File: config.mk
export PLATFORM = sky130hd
export DESIGN_NAME = smu_ctrl
export DESIGN_NICKNAME = d
export VERILOG_FILES = /design/src/sv/smu_pkg.sv /design/src/sv/smu_ctrl.sv
export SDC_FILE = /design/constraint.sdc
export NUM_CORES = 1
export LEC_CHECK = 0
export BUFFER_PORTS_ARGS = -buffer_cell sky130_fd_sc_hd__buf_2
export CAP_MARGIN = 20
export CORE_AREA = 2 2 39 41
export DETAILED_ROUTE_END_ITERATION = 8
export DIE_AREA = 0 0 41 43
export PLACE_DENSITY = 0.61
export SLEW_MARGIN = 0
export SYNTH_ARGS = -nofsm -noshare
export SYNTH_HDL_FRONTEND = slang
export SYNTH_SLANG_ARGS = --single-unit
File: constraint.sdc
create_clock -name clock -period 5 [get_ports clock]
set_clock_uncertainty 0.1 [all_clocks]
set_input_delay 0.75 -clock clock [delete_from_list [all_inputs] [get_ports clock]]
set_output_delay 0.75 -clock clock [all_outputs]
set_load 0.005 [all_outputs]
File: src/sv/smu_pkg.sv
`timescale 1ns / 1ps

package smu_pkg;

   localparam int FUNC_W     = 3;
   localparam int REQ_DATA_W = 72;
   localparam int RSP_DATA_W = 40;
   localparam int CSR_AW     = 3;
   localparam int CSR_DW     = 32;

   localparam logic [FUNC_W-1:0] FUNC_SPIN     = 3'd0;
   localparam logic [FUNC_W-1:0] FUNC_NEIGHBOR = 3'd1;
   localparam logic [FUNC_W-1:0] FUNC_DEGREE   = 3'd2;
   localparam logic [FUNC_W-1:0] FUNC_TABLE    = 3'd3;
   localparam logic [FUNC_W-1:0] FUNC_UPDATE   = 3'd4;

   localparam logic REG_COUPLING      = 1'b0;
   localparam logic REG_CRYSTAL_FIELD = 1'b1;

   localparam logic signed [15:0] COUPLING_RESET      = 16'sd256;
   localparam logic signed [15:0] CRYSTAL_FIELD_RESET = 16'sd0;

   localparam int TABLE_DEPTH = 315;
   localparam int TABLE_AW    = 9;
   localparam int RHO_STRIDE  = 105;
   localparam int DS_STRIDE   = 21;
   localparam int NN_RANGE    = 10;

   typedef struct packed {
      logic clear;
      logic accept;
      logic load;
      logic sum_run;
      logic prop;
      logic mul;
      logic dec;
      logic out_load;
   } cmd_type;

   typedef struct packed {
      logic clear_done;
      logic is_update;
      logic sum_done;
   } status_type;

endpackage

File: src/sv/smu_ctrl.sv
`timescale 1ns / 1ps

module smu_ctrl
   import smu_pkg::*;
(
   input  logic       clock,
   input  logic       reset,
   input  logic       req_tvalid,
   output logic       req_tready,
   output logic       rsp_tvalid,
   input  logic       rsp_tready,
   input  status_type status,
   output cmd_type    cmd
);

   typedef enum logic [6:0] {
      S_CLEAR = 7'b0000001,
      S_IDLE  = 7'b0000010,
      S_LOAD  = 7'b0000100,
      S_SUM   = 7'b0001000,
      S_MUL   = 7'b0010000,
      S_DEC   = 7'b0100000,
      S_OUT   = 7'b1000000
   } state_type;

   state_type state_ff, state_in;
   logic      rsp_valid_ff, rsp_valid_in;
   logic      out_free;

   assign req_tready = (state_ff == S_IDLE);
   assign rsp_tvalid = rsp_valid_ff;
   assign out_free   = !rsp_valid_ff || rsp_tready;

   always_comb begin
      cmd      = '0;
      state_in = state_ff;
      unique case (state_ff)
         S_CLEAR: begin
            cmd.clear = 1'b1;
            if (status.clear_done) begin
               state_in = S_IDLE;
            end
         end
         S_IDLE: begin
            if (req_tvalid) begin
               cmd.accept = 1'b1;
               state_in   = status.is_update ? S_LOAD : S_OUT;
            end
         end
         S_LOAD: begin
            cmd.load = 1'b1;
            state_in = S_SUM;
         end
         S_SUM: begin
            cmd.sum_run = 1'b1;
            if (status.sum_done) begin
               cmd.prop = 1'b1;
               state_in = S_MUL;
            end
         end
         S_MUL: begin
            cmd.mul  = 1'b1;
            state_in = S_DEC;
         end
         S_DEC: begin
            cmd.dec  = 1'b1;
            state_in = S_OUT;
         end
         S_OUT: begin
            if (out_free) begin
               cmd.out_load = 1'b1;
               state_in     = S_IDLE;
            end
         end
         default: begin
            state_in = S_IDLE;
         end
      endcase
   end

   always_comb begin
      if (cmd.out_load) begin
         rsp_valid_in = 1'b1;
      end else if (rsp_tready) begin
         rsp_valid_in = 1'b0;
      end else begin
         rsp_valid_in = rsp_valid_ff;
      end
   end

   always_ff @(posedge clock) begin
      if (reset) begin
         state_ff     <= S_CLEAR;
         rsp_valid_ff <= 1'b0;
      end else begin
         state_ff     <= state_in;
         rsp_valid_ff <= rsp_valid_in;
      end
   end

endmodule

==> results of run 1 <==
[worst paths after layout]
kind	slack [ns]	start	endpoint	cells after the start
worst max-delay path	2.50	state_ff[0]	cmd[2]	3
worst min-delay path	0.51	rsp_tvalid	rsp_tvalid	3
worst max register to register	3.28	state_ff[0]	state_ff[6]	4
worst min register to register	0.51	rsp_tvalid	rsp_tvalid	3
[power by group]
group | switching [uW] | total (uW) | internal (uW) | leakage (uW)
Clock | 21.7 | 49.1 | 27.5 | 0.0000138
Sequential | 3.27 | 69.3 | 66.1 | 0.0000652
Combinational | 11.4 | 22.6 | 11.2 | 0.000170
Total | 36.3 | 141 | 105 | 0.000249
[placed cells by master (no fill, tap or decap), drive strengths merged, types with 3 or more instances in the layout]
| cell type | Yosys | routed |
|---|---|---|
| clkbuf | 0 | 3 |
| dfxtp | 8 | 8 |
| nor3 | 3 | 3 |
| buf | 1 | 16 |
| nor2 | 7 | 7 |
| nand4 | 3 | 3 |
[per-layer routing]
layer  up-vias  wire (um)  global-route usage [%]
li1        236          -                       -
met1       200        471                   17.86
met2        12        455                   20.00
met3         2         66                   3.141
met4         0         10                   10.00
met5         -          0                       0
[sequential cells by signal, indices dropped and copies added, names as in the netlist]
| name | cells |
|---|---|
| rsp_tvalid | 1 |
| state_ff | 7 |
[stage by stage]
step | setup WS [ns] | cells | util, %
5_1_grt | 2.395 | 87 | 42.50
2_1_floorplan | 2.920 | 53 | -
3_5_place_dp | 2.764 | 84 | 40.87
6_report | 2.498 | 87 | 42.50
3_3_place_gp | 2.785 | 84 | 40.87
4_1_cts | 2.475 | 87 | 42.50
[cell type report]
cell class	instances	area, um^2	share of cell area (%)
Clock buffer	3	22.52	3.830
Inverter	2	7.507	1.277
Multi-Input combinational cell	42	297.8	50.64
Sequential cell	8	160.2	27.23
Tap cell	16	20.02	3.404
Timing Repair Buffer	16	80.08	13.62
[critical path: stages, from the launching register on]
cell,delay (ns)
dfxtp_1,0.34
or4_4,0.57
nor4b_1,0.31
buf_2,0.18
[cells by family after synthesis]
family,share of synthesized area [%]
and+or+nand+nor,45.51
AOI/OAI and AO/OA,13.76
DFF,33.86
buffers and inverters,3.176
xor gates and xnor gates,3.704
==> out/results.tsv, run 1 <==
stage	metric	value	unit
place	dpl cell area	565.5	um^2
synthesis	post-synthesis sequential area ratio	33.86	%
sta	hold slack	0.5094	ns
cts	clock root cell	clkbuf_4	
power_and_ir_drop	pwr/cell area	239.8	nW/um^2
synthesis	Synth Register Bits	8	
critical_path	CP Data Arrival Time	1.65	ns
cts	H-tree levels	1	
die	initial core utilization	34.18	%
global_routing	vias in the first global route	386	
final_layout	Antenna diodes	0	
routing	WL/cell	11.54	um
final_layout	layout cells sized above 1	36.62	%
cts	clk sinks	8	
cts	CTS tree	built	
power_and_ir_drop	maximum VDD drop	0.1278	mV
sta	Least-Margin Pin Slew	0.4596	ns
routing	WL final	1004	um
die	total die area	1763	um^2
cts	post_cts resized	0	
synthesis	top post-synthesis cells by area	dfxtp_1 34%, nor2_1 5.6%, nor4b_4 5.0%	
cts	cts hold-fix bufs	0	
final_layout	synthesis-to-finish area growth	24.34	%
final_layout	filler cell count	152	
global_routing	Tot GR Track Use	14.10	%
die	Core ar.	1384	um^2
cts	Clock Pin Slew Worst Setup and Hold Paths	0.06	ns
routing	Avg Vias per Cell	5.172	
synthesis	Post-synth EDFFs	0	
global_routing	GRT overflow	0	
sta	part of the cycle the worst path needs	50.03	%
routing	DRT Pass-1 Iters	3	
critical_path	Worst setup SP type	flop	
place	DP Wirelength	791.3	um
sta	final hold violation count	0	
sta	RSZ-0062 raised after global routing	false	
die	die width	41	um
synthesis	Yosys top cell by area	dfxtp_1	
global_routing	initial antenna violation count	0	
sta	Setup TNS Final	0	ns
global_routing	first-pass GRT wire length	1642	um
run_status	status	finished, final reports clean	
synthesis	syn_area_per_cell	8.924	um^2
die	row count	14	
critical_path	critical path class	flop to output pin	
sta	crit path time final	2.502	ns
critical_path	Crit. End Element	output pin	
cts	Post-CTS Setup Inserts	0	
routing	antenna-violating nets left	0	
final_layout	Nets	80	
cts	clock insertion delay at the later pin of the skew report	0.25	ns
cts	CTS Buffer Depth	2	
routing	1st-iter DRT viols	10	
critical_path	Crit path required time	4.15	ns
critical_path	Max Fanout on Critical Path	6	
synthesis	Synth top area share	33.86	%
synthesis	commonest register cell after synthesis	dfxtp_1	
synthesis	Warnings, synthesis	0	
place	port bufs	16	
synthesis	most frequent cell after synthesis	dfxtp_1	
worst_hold_path	Min-Delay Path Class	flop to flop	
cts	TritonCTS Buffers	3	
sta	final setup fails	0	
die	Die Span Y	43	um
sta	fmax	0.3997	GHz
die	I/O Pins	17	
sta	headroom to the max-slew limit	69.08	%
flow_run	MaxCap Viol Count	0	
place	GP Congestion	0.7807	
sta	Slew Limit Fails	0	
synthesis	post-synth net total	60	
synthesis	post-synthesis cell area	473.0	um^2
power_and_ir_drop	Final Power	141.0	uW
synthesis	asr flop ratio synth	0	%
synthesis	synth cell count leaders	8 x dfxtp_1, 7 x nor2_1, 3 x nand4_1	
synthesis	synth unique cells	32	
power_and_ir_drop	Leak Pwr	0.0002489	uW
global_routing	largest net degree at the start of global routing	9	
routing	DRC	0	
synthesis	Cells after Synth	53	
final_layout	Finished Cell Area	588.1	um^2
routing	Vias	450	
Note: power is estimated with default switching activity, not from simulation.
==> run 2: changes to the inputs <==
PLACE_DENSITY = 0.64   (was 0.61)
clock period = 2.15 ns   (was 5 ns; I/O delays follow)
==> run 2 against run 1 <==
Net effect:
- cell count unchanged
- die area unchanged
- sequential share of layout area decreased by 0.29 points
- worst hold slack got worse by 0.30 ns
- register-to-register slack got worse by 2.9 ns
- first-iteration DRC count decreased by 40%
- design area increased by 1.1%
- setup slack got worse by 2.4 ns
- highest routed layer unchanged
==> out/results.tsv, run 2 (synthesis results as in run 1) <==
stage	metric	value	unit	change
run_status	status	finished, final reports clean		
cts	clock insertion delay at the later pin of the skew report	0.25	ns	about the same
die	row count	14		unchanged
critical_path	critical path class	flop to output pin		
routing	DRC	0		unchanged
routing	met1 wire length	501	um	+6.4%
cts	clk sinks	8		unchanged
sta	headroom to the max-slew limit	67.67	%	-1.4 points
cts	cts hold-fix bufs	0		unchanged
routing	antenna-violating nets left	0		unchanged
sta	final setup fails	0		unchanged
worst_hold_path	hold path cells	2		-1
sta	part of the cycle the worst path needs	93.30	%	
power_and_ir_drop	maximum VDD drop	0.2141	mV	+68%
final_layout	non-filler instance count after layout	87		unchanged
critical_path	reg2reg start	state_ff[0]		
critical_path	worst setup path startpoint	state_ff[0]		
sta	Least-Margin Pin Slew	0.4805	ns	+0.02093 ns
global_routing	initial antenna violation count	0		unchanged
place	placed insts	84		unchanged
worst_hold_path	Min-Delay Path Class	primary input to flop		
sta	Slew Limit Fails	0		unchanged
global_routing	largest net degree at the start of global routing	9		unchanged
global_routing	vias in the first global route	381		-1.3%
die	initial core utilization	34.18	%	unchanged
routing	met3 WL	62	um	-6.1%
routing	Avg Vias per Cell	5.115		-1.1%
power_and_ir_drop	Leak Pwr	0.0002495	uW	+0.25%
final_layout	layout cells sized above 1	38.03	%	+1.4 points
routing	1st-iter DRT viols	6		-4
die	I/O Pins	17		unchanged
critical_path	crit path capture	cmd[2]		
die	Core ar.	1384	um^2	unchanged
place	GP Congestion	0.7140		-8.5%
cts	TritonCTS Buffers	3		unchanged
sta	RSZ-0062 raised after global routing	false		
die	die width	41	um	unchanged
sta	crit path time final	2.006	ns	
final_layout	Nets	80		unchanged
power_and_ir_drop	pwr/cell area	550.0	nW/um^2	+130%
critical_path	R2R depth	4		unchanged
routing	DRT Pass-1 Iters	4		+1
final_layout	Antenna diodes	0		unchanged
critical_path	Crit path required time	1.73	ns	-2.42 ns
critical_path	Worst setup SP type	flop		
die	Die Span Y	43	um	unchanged
cts	CTS Buffer Depth	2		unchanged
global_routing	first-pass GRT wire length	1635	um	-0.43%
routing	WL final	1040	um	+3.6%
cts	clock root cell	clkbuf_4		
cts	Clock Pin Slew Worst Setup and Hold Paths	0.06	ns	about the same
critical_path	Critical R2R Capture	state_ff[6]		
critical_path	Crit. End Element	output pin		
critical_path	CP Data Arrival Time	1.58	ns	-0.07 ns
cts	H-tree levels	1		unchanged
routing	DR WL met2	453	um	-0.44%
cts	CTS tree	built		
final_layout	Final Core Density	42.95	%	+0.45 points
global_routing	GRT overflow	0		unchanged
global_routing	Tot GR Track Use	14.67	%	+0.57 points
final_layout	most frequent cells in the layout	16 x buf_2, 8 x dfxtp_1, 7 x nor2_1		
final_layout	synthesis-to-finish area growth	25.66	%	
routing	WL/cell	11.95	um	+3.6%
critical_path	FF-to-FF setup slack	0.41	ns	-2.87 ns
sta	fmax	0.4985	GHz	
critical_path	Max Fanout on Critical Path	6		unchanged
final_layout	max FFs per register	7		unchanged
routing	uppermost layer routed	met4		
routing	Vias	445		-1.1%
final_layout	commonest non-fill, non-tap cell in the layout	buf_2		
final_layout	Largest Register	state_ff		
sta	Setup TNS Final	0	ns	unchanged
die	total die area	1763	um^2	unchanged
place	DP Wirelength	811.4	um	+2.5%
place	port bufs	16		unchanged
flow_run	MaxCap Viol Count	0		unchanged
sta	final hold violation count	0		unchanged
-- run 2: cell counts in the layout (fill, tap and decap cells not counted) --
No cell type changed its count.
-- run 2: worst min-delay path by stage --
stage	from	to
6_report	req_tvalid	state_ff[1]
5_1_grt	req_tvalid	state_ff[1]
4_1_cts	req_tvalid	state_ff[1]
3_5_place_dp	req_tvalid	state_ff[1]
3_3_place_gp	req_tvalid	state_ff[1]
2_1_floorplan	reset	state_ff[6]
-- run 2: area by class of cell --
| type | instances | area, um^2 |
|---|---|---|
| Inverter | 2 | 7.507 |
| Timing Repair Buffer | 16 | 80.08 |
| Clock buffer | 3 | 22.52 |
| Multi-Input combinational cell | 42 | 304.0 |
| Sequential cell | 8 | 160.2 |
| Fill cell | 156 | 789.5 |
| Tap cell | 16 | 20.02 |
-- run 2: power by group --
part	switching (uW)	leakage [uW]	internal, uW
Combinational	26.4	0.000170	26.2
Clock	49.2	0.0000138	63.8
Sequential	7.75	0.0000652	154
Total	83.3	0.000250	244
-- run 2: per-layer routing --
layer	global-route usage [%]	vias to the layer above
met5	0	-
met4	12.00	0
met3	4.712	2
met2	18.13	12
met1	19.68	195
li1	-	236
-- run 2: worst max-delay path, cell delays in order (launching register included) --
cell and delay [ns]:
dfxtp_1 0.35, or4_4 0.58, nor4b_2 0.25, buf_2 0.16
-- run 2: through the flow --
stage               worst slack [ns]  total power (uW)  hold WS (ns)  instance area [um^2]
global placement              0.3381             215.9        0.4709                 565.5
floorplan                     0.4932             196.7        0.2871                 473.0
detailed placement            0.3257             216.6        0.4686                 565.5
finish                        0.1440             326.9        0.2072                 594.3
CTS                          0.03534             334.4        0.2009                 588.1
global route                 0.02537             353.5        0.2044                 594.3
-- run 2: what timing repair did --
item                       CTS  global route
setup endpoints to repair    0             1
setup buffers                0             0
gates resized for setup      0             1
